--- src/fsf_pkg.sv ---
// Shared types and constants of the FIR smoothing filter.
`default_nettype none

package fsf_pkg;

    localparam int SAMPLE_W   = 16;
    localparam int COEF_W     = 16;
    localparam int NCOEF      = 8;
    localparam int COEF_IDX_W = 3;
    localparam int CFG_IDX_W  = 4;
    localparam int PROD_W     = SAMPLE_W + COEF_W;
    localparam int ACC_W      = PROD_W + COEF_IDX_W + 1;
    localparam int FRAC_BITS  = 14;

    localparam logic signed [COEF_W-1:0] COEF0_RESET = 16'sd16384;

    // Rounding offsets: half for positive sums, one less for negative sums
    // so that the arithmetic shift rounds halves away from zero.
    localparam logic signed [ACC_W-1:0] RND_POS = ACC_W'(1 << (FRAC_BITS - 1));
    localparam logic signed [ACC_W-1:0] RND_NEG = ACC_W'((1 << (FRAC_BITS - 1)) - 1);

    localparam logic signed [ACC_W-1:0] ACC_SAT_MAX =
        {{(ACC_W-SAMPLE_W+1){1'b0}}, {(SAMPLE_W-1){1'b1}}};
    localparam logic signed [ACC_W-1:0] ACC_SAT_MIN =
        {{(ACC_W-SAMPLE_W+1){1'b1}}, {(SAMPLE_W-1){1'b0}}};

    typedef struct packed {
        logic load;      // take input word, clear accumulator
        logic mul;       // register one product
        logic acc;       // add registered product into accumulator
        logic shift;     // advance the delay line
        logic out_load;  // load rounded result into output register
    } fsf_cmd_t;

endpackage

`default_nettype wire

--- src/fir_smoothing_filter_top.sv ---
// Top level of the direct-form FIR smoothing filter.
// Input channel: in_valid / in_stall with sample_in (signed 16 bits). A word is
// taken at a clock edge with in_valid high and in_stall low.
// Output channel: out_valid / out_stall with sample_out (signed 16 bits); one
// filtered word for every input word, in order.
// Configuration: cfg_valid / cfg_ready with cfg_index and cfg_data; indexes 0..7
// write coef_0..coef_7 (signed Q2.14), higher indexes are ignored. cfg_ready is
// always high; write only while the filter is idle.
// Schedule: one shared multiplier serves the taps one per cycle, so a word
// passes through these steps: a step to take it, TAPS multiplies, a final
// accumulate and delay-line advance, and a step to round and load the output register.
// out_valid rises as the output register is loaded; the next word can
// be taken on the edge after that.
// The output register parts the two sides: a new word is accepted while a
// result still waits. If the receiver stalls, the next result is held inside
// and in_stall stays high until the output register frees up.
// Reset clears the delay line to zero, sets coef_0 to 1.0 and the other
// coefficients to zero, and empties the output register.
`default_nettype none

module fir_smoothing_filter_top
    import fsf_pkg::*;
#(
    parameter int TAPS = 8
)
(
    input  wire logic                        clk,
    input  wire logic                        rst_n,
    input  wire logic                        in_valid,
    output logic                             in_stall,
    input  wire logic signed [SAMPLE_W-1:0]  sample_in,
    output logic                             out_valid,
    input  wire logic                        out_stall,
    output logic signed [SAMPLE_W-1:0]       sample_out,
    input  wire logic                        cfg_valid,
    output logic                             cfg_ready,
    input  wire logic [CFG_IDX_W-1:0]        cfg_index,
    input  wire logic [COEF_W-1:0]           cfg_data
);

    localparam int CNT_W = $clog2(TAPS);

    fsf_cmd_t         cmd;
    logic [CNT_W-1:0] tap_idx;

    assign cfg_ready = 1'b1;

    fsf_ctrl #(
        .TAPS  (TAPS),
        .CNT_W (CNT_W)
    ) u_ctrl (
        .clk       (clk),
        .rst_n     (rst_n),
        .in_valid  (in_valid),
        .in_stall  (in_stall),
        .out_valid (out_valid),
        .out_stall (out_stall),
        .cmd       (cmd),
        .tap_idx   (tap_idx)
    );

    fsf_datapath #(
        .TAPS  (TAPS),
        .CNT_W (CNT_W)
    ) u_datapath (
        .clk        (clk),
        .rst_n      (rst_n),
        .cmd        (cmd),
        .tap_idx    (tap_idx),
        .sample_in  (sample_in),
        .cfg_we     (cfg_valid && cfg_ready),
        .cfg_index  (cfg_index),
        .cfg_data   (cfg_data),
        .sample_out (sample_out)
    );

    // an accepted word runs through all taps before the delay line advances
    a_load_to_shift: assert property (@(posedge clk) disable iff (!rst_n)
        cmd.load |-> ##(TAPS + 1) cmd.shift)
        else $error("delay line did not advance after all taps");

    // never overwrite a result the receiver has not taken
    a_no_overwrite: assert property (@(posedge clk) disable iff (!rst_n)
        cmd.out_load |-> (!out_valid || !out_stall))
        else $error("output register overwritten while stalled");

    // no new word while one is in progress
    a_one_at_a_time: assert property (@(posedge clk) disable iff (!rst_n)
        (in_valid && !in_stall) |=> in_stall)
        else $error("input taken while a word is in progress");

endmodule

`default_nettype wire

--- src/fsf_datapath.sv ---
// Datapath: coefficient registers, delay line, shared multiplier, accumulator, rounding.
`default_nettype none

module fsf_datapath
    import fsf_pkg::*;
#(
    parameter int TAPS  = 8,
    parameter int CNT_W = 3
)
(
    input  wire logic                        clk,
    input  wire logic                        rst_n,
    input  wire fsf_cmd_t                    cmd,
    input  wire logic [CNT_W-1:0]            tap_idx,
    input  wire logic signed [SAMPLE_W-1:0]  sample_in,
    input  wire logic                        cfg_we,
    input  wire logic [CFG_IDX_W-1:0]        cfg_index,
    input  wire logic [COEF_W-1:0]           cfg_data,
    output logic signed [SAMPLE_W-1:0]       sample_out
);

    logic signed [COEF_W-1:0]   coef_reg [NCOEF];
    // Entry 0 holds the current word, entry k the word k steps old.
    logic signed [SAMPLE_W-1:0] taps_reg [TAPS];
    logic signed [PROD_W-1:0]   prod_reg;
    logic signed [ACC_W-1:0]    acc_reg;
    logic signed [SAMPLE_W-1:0] sample_out_reg;

    logic signed [ACC_W-1:0]    rnd;
    logic signed [ACC_W-1:0]    quo;
    logic signed [SAMPLE_W-1:0] sat_next;
    logic [COEF_IDX_W-1:0]      coef_idx;

    assign coef_idx = COEF_IDX_W'(tap_idx);

    always_ff @(posedge clk or negedge rst_n)
    begin
        if (!rst_n)
        begin
            for (int i = 0; i < NCOEF; i++)
            begin
                coef_reg[i] <= (i == 0) ? COEF0_RESET : '0;
            end
        end
        else if (cfg_we && (cfg_index < CFG_IDX_W'(NCOEF)))
        begin
            coef_reg[cfg_index[COEF_IDX_W-1:0]] <= $signed(cfg_data);
        end
    end

    always_ff @(posedge clk or negedge rst_n)
    begin
        if (!rst_n)
        begin
            for (int i = 0; i < TAPS; i++)
            begin
                taps_reg[i] <= '0;
            end
        end
        else if (cmd.load)
        begin
            taps_reg[0] <= sample_in;
        end
        else if (cmd.shift)
        begin
            for (int i = 1; i < TAPS; i++)
            begin
                taps_reg[i] <= taps_reg[i-1];
            end
        end
    end

    always_ff @(posedge clk)
    begin
        if (cmd.mul)
        begin
            prod_reg <= PROD_W'(coef_reg[coef_idx]) * PROD_W'(taps_reg[tap_idx]);
        end
        if (cmd.load)
        begin
            acc_reg <= '0;
        end
        else if (cmd.acc)
        begin
            acc_reg <= acc_reg + ACC_W'(prod_reg);
        end
        if (cmd.out_load)
        begin
            sample_out_reg <= sat_next;
        end
    end

    always_comb
    begin
        rnd = acc_reg + (acc_reg[ACC_W-1] ? RND_NEG : RND_POS);
        quo = rnd >>> FRAC_BITS;
        if (quo > ACC_SAT_MAX)
        begin
            sat_next = ACC_SAT_MAX[SAMPLE_W-1:0];
        end
        else if (quo < ACC_SAT_MIN)
        begin
            sat_next = ACC_SAT_MIN[SAMPLE_W-1:0];
        end
        else
        begin
            sat_next = quo[SAMPLE_W-1:0];
        end
    end

    assign sample_out = sample_out_reg;

endmodule

`default_nettype wire

--- src/fsf_ctrl.sv ---
// Controller: sequences one multiply per tap, rounding and output handoff.
`default_nettype none

module fsf_ctrl
    import fsf_pkg::*;
#(
    parameter int TAPS  = 8,
    parameter int CNT_W = 3
)
(
    input  wire logic             clk,
    input  wire logic             rst_n,
    input  wire logic             in_valid,
    output logic                  in_stall,
    output logic                  out_valid,
    input  wire logic             out_stall,
    output fsf_cmd_t              cmd,
    output logic [CNT_W-1:0]      tap_idx
);

    typedef enum logic [1:0] {
        ST_IDLE,
        ST_MAC,
        ST_LAST,
        ST_RES
    } state_t;

    state_t           state_reg, state_next;
    logic [CNT_W-1:0] cnt_reg, cnt_next;
    logic             out_valid_reg, out_valid_next;
    logic             out_free;

    assign out_free = !out_valid_reg || !out_stall;

    always_comb
    begin
        cmd            = '0;
        state_next     = state_reg;
        cnt_next       = cnt_reg;
        out_valid_next = out_valid_reg && out_stall;
        unique case (state_reg)
            ST_IDLE:
            begin
                if (in_valid)
                begin
                    cmd.load   = 1'b1;
                    cnt_next   = '0;
                    state_next = ST_MAC;
                end
            end
            ST_MAC:
            begin
                cmd.mul  = 1'b1;
                cmd.acc  = (cnt_reg != '0);
                cnt_next = cnt_reg + CNT_W'(1);
                if (cnt_reg == CNT_W'(TAPS - 1))
                begin
                    state_next = ST_LAST;
                end
            end
            ST_LAST:
            begin
                cmd.acc    = 1'b1;
                cmd.shift  = 1'b1;
                state_next = ST_RES;
            end
            ST_RES:
            begin
                // hold the result until the output register is free
                if (out_free)
                begin
                    cmd.out_load   = 1'b1;
                    out_valid_next = 1'b1;
                    state_next     = ST_IDLE;
                end
            end
            default:
            begin
                state_next = ST_IDLE;
            end
        endcase
    end

    always_ff @(posedge clk or negedge rst_n)
    begin
        if (!rst_n)
        begin
            state_reg     <= ST_IDLE;
            cnt_reg       <= '0;
            out_valid_reg <= 1'b0;
        end
        else
        begin
            state_reg     <= state_next;
            cnt_reg       <= cnt_next;
            out_valid_reg <= out_valid_next;
        end
    end

    assign in_stall  = (state_reg != ST_IDLE);
    assign out_valid = out_valid_reg;
    assign tap_idx   = cnt_reg;

endmodule

`default_nettype wire

--- config.mk ---
export PLATFORM = sky130hd
export DESIGN_NAME = fir_smoothing_filter_top
export DESIGN_NICKNAME = d
export VERILOG_FILES = /design/src/fsf_pkg.sv /design/src/fir_smoothing_filter_top.sv /design/src/fsf_datapath.sv /design/src/fsf_ctrl.sv
export SDC_FILE = /design/constraint.sdc
export NUM_CORES = 1
export LEC_CHECK = 0
export ABC_AREA = 1
export BUFFER_PORTS_ARGS = -buffer_cell sky130_fd_sc_hd__buf_2
export CELL_PAD_IN_SITES_DETAIL_PLACEMENT = 1
export CELL_PAD_IN_SITES_GLOBAL_PLACEMENT = 1
export CORE_ASPECT_RATIO = 0.5
export CORE_UTILIZATION = 32
export CTS_CLUSTER_SIZE = 12
export DETAILED_ROUTE_END_ITERATION = 8
export GPL_TIMING_DRIVEN = 0
export HOLD_SLACK_MARGIN = 0.06
export PLACE_DENSITY_LB_ADDON = 0.1
export REMOVE_ABC_BUFFERS = 1
export SLEW_MARGIN = 20
export SYNTH_ARGS = -nofsm -noshare
export SYNTH_HDL_FRONTEND = slang
export SYNTH_SLANG_ARGS = --single-unit
--- constraint.sdc ---
create_clock -name clk -period 16.3 [get_ports clk]
set_input_delay 0.815 -clock clk [delete_from_list [all_inputs] [get_ports clk]]
set_output_delay 0.815 -clock clk [all_outputs]
set_load 0.01 [all_outputs]
---- Word level (Yosys, flattened, before mapping) ----
Cells that the tools add are included.
word-level totals
  bits in registers ....................... 346
  input port bits ......................... 41
  output and inout bits ................... 19
  word-level logic and storage cells ...... 81
operators by class
  add/subtract/negate cells ............... 3
  multipliers ............................. 1
  magnitude comparators ................... 6
  equal/unequal tests ..................... 7
  multiplexer cells ....................... 26
  bitwise gates (word level) .............. 3
  reductions and logical operators ........ 13
operators with widths
  kind                                                                               number
  128-bit bitwise mux                                                                1
  16-bit binary-select mux with 3-bit select                                         2
  16-bit two-way mux                                                                 6
  16-bit demux with 3-bit select                                                     1
  36-bit by 15-bit adder with 36-bit output                                          1
  36-bit by 32-bit adder with 36-bit output                                          1
  16-bit by 16-bit multiplier with 32-bit output                                     1
  22-bit by 16-bit greater-than comparator with 1-bit output, second input constant  1
  22-bit by 16-bit less-than comparator with 1-bit output, second input constant     1
  14-bit two-way mux                                                                 1
  4-bit >= comparator, second input constant                                         2
  1-bit two-way mux                                                                  8
  3-bit inverter with 4-bit output                                                   2
  2-bit case mux with 4 select lines                                                 1
  2-bit two-way mux                                                                  3
  3-bit case mux with 2 select lines                                                 1
  2-bit == test, second input constant                                               2
  4-bit by 1-bit less-than comparator with 1-bit output, second input constant       1
  4-bit less-than comparator, second input constant                                  1
  2-bit by 1-bit inequality test with 1-bit output, second input constant            2
  2-bit AND reduction                                                                2
  2-bit nonzero test                                                                 2
  3-bit by 1-bit adder with 3-bit output, second input constant                      1
  3-bit == test, second input constant                                               1
  11 further kinds                                                                   14

---- Depth between registers and ports, before layout ----
  word-level depth ........................ 6
  depth in mapped cells ................... 35
  depth with buffers taken out ............ 32

---- By module ----
A second synthesis with hierarchy kept.
second synthesis, totals
  cell total of the unflattened synthesis .. 3707
  area, all modules ....................... 28609.9 um2
modules (own cells, without submodules)
  module                    instances  cells each  area an instance (um2)  sequential area each (um2)
  fsf_datapath              1          3653        28184.5                 8569.5
  fsf_ctrl                  1          52          414.1                   150.1
  fir_smoothing_filter_top  1          2           11.3                    0.0

---- Least setup slack after synthesis ----
OpenSTA, ideal clock, no wires.
  path type ............................... reg2reg
  start ................................... reg u_ctrl.cnt_reg[0], in the netlist u_ctrl.tap_idx[0]
  end ..................................... reg u_datapath.prod_reg[27] (data pin)
  library setup time ...................... 0.259 ns
  data arrival time ....................... 6.429 ns
  data required time ...................... 16.041 ns
  path slack .............................. 9.612 ns
  stages on the path, launching flop included .. 31
  clock period less this slack ............ 6.688 ns
  cell sequence ........................... dfrtp_1 > buf_4 > inv_2 > clkbuf_1 > nor2_1 > o21ai_1 > inv_1 > o21ai_2 > inv_2 > nor2_1 > inv_1 > fa_1 > inv_1 > fa_1 > fa_1 > fa_1 > fa_1 > inv_1 > fa_1 > inv_1 > ha_1 > nand2_1 > a21oi_1 > or2_2 > a21oi_1 > nand3_1 > nand2_1 > nand3_1 > nand2_1 > nand2_1 > xor2_1
on the way
  longest elaborated chain between the ends .. 5
  elaborated cells on any way between the ends .. 8
ends and longest elaborated chain
  element                                                     line                RTL
  start, declared                                             fsf_ctrl.sv:29      logic [CNT_W-1:0] cnt_reg, cnt_next;
  start signal, assigned                                      fsf_ctrl.sv:95      cnt_reg <= cnt_next;
  3-bit inverter with 4-bit output (implied by the code) (*)  fsf_datapath.sv:77  prod_reg <= PROD_W'(coef_reg[coef_idx]) * PROD_W'(taps_reg[tap_idx]);
  16-bit binary-select mux with 3-bit select                  fsf_datapath.sv:77
  16-bit two-way mux (implied by the code) (2 in a row)       fsf_datapath.sv:77
  16-bit by 16-bit multiplier with 32-bit output (*)          fsf_datapath.sv:77
  end signal, assigned                                        fsf_datapath.sv:77
  end, declared                                               fsf_datapath.sv:25  logic signed [PROD_W-1:0] prod_reg;
Every way passes the cells marked *; elsewhere a longest branch is shown, timed or not. The select of a mux whose other input is x is not followed.
A chain may end at the register's enable or synchronous reset.

---- Worst setup path in the final report ----
  start ................................... reg u_ctrl.cnt_reg[0], in the netlist u_ctrl.tap_idx[0]
  end ..................................... reg u_datapath.prod_reg[28] (data pin)
The elaborated chain is that of the path after synthesis.

==> impl_metrics.csv <==
group,metric,value,unit
clock_network,cts.sink_count,346,
clock_network,htree_num_levels,2,
yosys,synthArstFlopShare,75.7,%
finish,final_layout_size_suffix_gt1_share,6.32,%
clock_network,post-cts-setup-buffer-count,0,
global_route,grt_pass1_wl,138000,um
sta,post-route-period-util,54.1,%
sta,worst_slew_margin_rel,40.0,%
drt,totalWireLength,86200,um
yosys,synth_top_area_share,23.3,%
setup_path,ff2ff_path_depth,29,
floorplan,floorplan.die.width,421,um
floorplan,die_h,211,um
hold_path,hold_path.class,"input port to flop",
clock_network,path_clk_slew,0.07,ns
sta,finalClockSkew,0.0438,ns
clock_network,root_buffer,"sky130_fd_sc_hd__clkbuf_16",
global_route,groute.usage.overall,19.9,%
finish,nets,4019,
setup_path,critical_path_peak_fanout,65,
sta,achievable-frequency,113,MHz
global_route,maximum_number_of_pins_on_one_net_before_global_route_repair,89,
drt,via_count,22900,
sta,hold_viol_final,0,
run,cap_viol_max_count,0,
yosys,post_synthesis_sequential_area_ratio,31.1,%
setup_path,crit-reg2reg-launch,"u_ctrl.tap_idx[0]",
sta,report.final.setup_viol,0,
setup_path,rrSetupSlack,7.48,ns
setup_path,worst_ep_required_time,16.62,ns
yosys,synth_cells,3577,
clock_network,clk-insertion-delay-late,0.60,ns
placement,place.port_buffers,58,
floorplan,fp.coreArea,86400,um2
yosys,yosys_warnings,0,
finish,num-fill-cells,10400,
sta,rsz0062_at_grt,"no",
placement,place.gp.congestion,0.841,
setup_path,cp_slowest_stage_delay,0.60,ns
setup_path,setup.worst_path.end_class,"flop",
sta,finalMaxSlewViolations,0,
floorplan,num_rows,76,
floorplan,die_area,88900,um2
sta,fin_tns_setup,0,ns
yosys,ys_seq_elements,346,
global_route,grt_overflow_total,0,
hold_path,hold_path_end,"u_datapath.taps_reg[114]",
setup_path,end_of_the_worst_register_to_register_path,"u_datapath.prod_reg[28]",
yosys,number_of_enable_type_register_cells_in_the_synthesized_netlist,48,
drt,count_of_unresolved_drc_violations_after_routing,0,
finish,stdcell_count,4777,
yosys,syn_area,28100,um2
clock_network,tritoncts_clock_tree,"built",
setup_path,critical_path.startpoint_type,"flop",
floorplan,io_pins,60,
floorplan,initial_core_util,32.5,%
setup_path,timing_worst_setup_path_type,"flop to flop",
yosys,post_synth.cell_area_avg,7.84,um2
clock_network,clock_path_buffers,3,
drt,ant_nets,0,
sta,worstMarginPinSlew,0.899,ns
hold_path,start_point_of_the_worst_min_delay_path,"sample_in[2]",
finish,area_growth_syn_to_layout,11.6,%
yosys,top_cell_type_by_total_area_after_synthesis,"sky130_fd_sc_hd__dfrtp_1",
sta,post-route-min-period,8.82,ns
placement,dp.cells,4705,
setup_path,critPathArrivalTime,9.14,ns
yosys,synth_cell_type_count,50,
clock_network,cts_buffers,40,
placement,dp.final_hpwl,65500,um
drt,firstDrtPassIters,4,
drt,drt_iter0_drc,1011,
yosys,synth_area_leaders,"sky130_fd_sc_hd__dfrtp_1 23%, sky130_fd_sc_hd__fa_1 19%, sky130_fd_sc_hd__nand2_1 10%, sky130_fd_sc_hd__inv_1 8.6%, sky130_fd_sc_hd__o21ai_0 8.2%",
setup_path,cp_slowest_cell,"sky130_fd_sc_hd__fa_1",
run_status,status,"finished, final reports clean",
clock_network,cts_repair_resize_count,0,
global_route,number_of_global_route_vias_before_repair,24500,
drt,post_drt_via_cell_ratio,4.79,
drt,wl_per_cell,18.0,um
global_route,antenna_violations_before_repair,2,
yosys,postSynth.topFlopCell,"sky130_fd_sc_hd__dfrtp_1",
hold_path,hold-path-cell-count,3,
## per-layer routing
| metal | global-route usage (%) | routed length (um) |
|---|---|---|
| met4 | 4.05 | 1640 |
| met5 | 0 | 0 |
| met1 | 27.9 | 43100 |
| met3 | 2.60 | 2220 |
| met2 | 32.8 | 39300 |
## logic make-up (layout without fill, tap and decap cells)
| logic type | after synthesis | in the layout | share of synthesized area, % |
|---|---|---|---|
| flip-flops | 346 | 346 | 31.1 |
| AND/OR/NAND/NOR | 1234 | 1234 | 17.4 |
| buffers and inverters | 790 | 819 | 10.9 |
| other | 1 | 2 | 0.0134 |
| XOR/XNOR | 59 | 59 | 1.84 |
| AO/OA/AOI/OAI | 747 | 747 | 13.9 |
| adder cells (fa/ha/maj) | 400 | 400 | 24.9 |
## synthesized netlist by cell type (14+ instances only)
cell type and instances:
sky130_fd_sc_hd__nand4_1 15, sky130_fd_sc_hd__nand2_1 754, sky130_fd_sc_hd__xor2_1 39, sky130_fd_sc_hd__o22ai_1 17, sky130_fd_sc_hd__buf_2 38, sky130_fd_sc_hd__xnor2_1 20
sky130_fd_sc_hd__dfrtp_1 261, sky130_fd_sc_hd__clkbuf_1 77, sky130_fd_sc_hd__nand3_1 57, sky130_fd_sc_hd__edfxtp_1 48, sky130_fd_sc_hd__dfxtp_1 36, sky130_fd_sc_hd__inv_2 15
sky130_fd_sc_hd__fa_1 263, sky130_fd_sc_hd__ha_1 137, sky130_fd_sc_hd__nor3_1 14, sky130_fd_sc_hd__o21ai_0 459, sky130_fd_sc_hd__nor2_1 365, sky130_fd_sc_hd__inv_1 641
sky130_fd_sc_hd__a21oi_1 207
## worst max-delay path, delay by kind of cell (launching register included)
family          cells  cell delay [ns]
flops               1             0.59
simple gates        9             1.62
compound gates      3             0.75
buf+inv             9             1.72
fa+ha+maj           7             3.55
xor+xnor            1             0.14
## through the flow
| stage | worst slack [ns] | instance area (um2) | util [%] | hold slack (ns) |
|---|---|---|---|---|
| finish | 7.48 | 31300 | 36.2 | 0.408 |
| global route | 6.97 | 31300 | 36.2 | 0.381 |
| CTS | 7.39 | 31300 | 36.2 | 0.362 |
| detailed placement | 7.43 | 30000 | 34.7 | 0.468 |
| global placement | 0.0698 | 29200 | 33.8 | 0.460 |
| floorplan | 6.54 | 27500 | - | 0.448 |
## final cells by class
| cell class | instances | area, um2 | share of cell area [%] |
|---|---|---|---|
| tap | 1170 | 1460 | 4.67 |
| sequential | 346 | 8730 | 27.9 |
| timing repair buffer | 93 | 956 | 3.05 |
| multi-input combinational | 2441 | 16400 | 52.4 |
| clock buffer | 55 | 1120 | 3.57 |
| antenna | 1 | 2.50 | 0.00799 |
| inverter | 656 | 2480 | 7.91 |
| clock inverter | 15 | 174 | 0.555 |
## layout by cell type (no fill, tap or decap), types with 20 or more instances in the layout
| cell type | instances |
|---|---|
| sky130_fd_sc_hd__xor2_1 | 39 |
| sky130_fd_sc_hd__a21oi_1 | 205 |
| sky130_fd_sc_hd__nand3_1 | 53 |
| sky130_fd_sc_hd__nor2_1 | 365 |
| sky130_fd_sc_hd__buf_2 | 57 |
| sky130_fd_sc_hd__o21ai_0 | 449 |
| sky130_fd_sc_hd__edfxtp_1 | 48 |
| sky130_fd_sc_hd__fa_1 | 263 |
| sky130_fd_sc_hd__ha_1 | 135 |
| sky130_fd_sc_hd__clkbuf_16 | 40 |
| sky130_fd_sc_hd__xnor2_1 | 20 |
| sky130_fd_sc_hd__o21ai_2 | 23 |
| sky130_fd_sc_hd__dfrtp_1 | 259 |
| sky130_fd_sc_hd__dfxtp_1 | 36 |
| sky130_fd_sc_hd__inv_1 | 637 |
| sky130_fd_sc_hd__nand2_1 | 751 |
## how the worst max path moves through the flow
| stage | from | to | slack (ns) | cells past startpoint |
|---|---|---|---|---|
| 2_1_floorplan | u_ctrl.tap_idx[0] | u_datapath.prod_reg[30] | 6.54 | 27 |
| 3_3_place_gp | u_ctrl.tap_idx[0] | u_datapath.prod_reg[31] | 0.07 | 28 |
| 3_5_place_dp | u_ctrl.tap_idx[0] | u_datapath.prod_reg[28] | 7.43 | 28 |
| 4_1_cts | u_ctrl.tap_idx[0] | u_datapath.prod_reg[28] | 7.39 | 29 |
| 5_1_grt | u_ctrl.tap_idx[0] | u_datapath.prod_reg[28] | 6.97 | 28 |
| 6_report | u_ctrl.tap_idx[0] | u_datapath.prod_reg[28] | 7.48 | 29 |
## timing repair
item,4_1_cts,5_1_grt
endpoints found under the setup margin,0,0
hold buffers,1,0
hold endpoints to repair,16,0
Power is not shown: default switching activity piles up to over one toggle a cycle in this logic, so the estimate is an artifact.
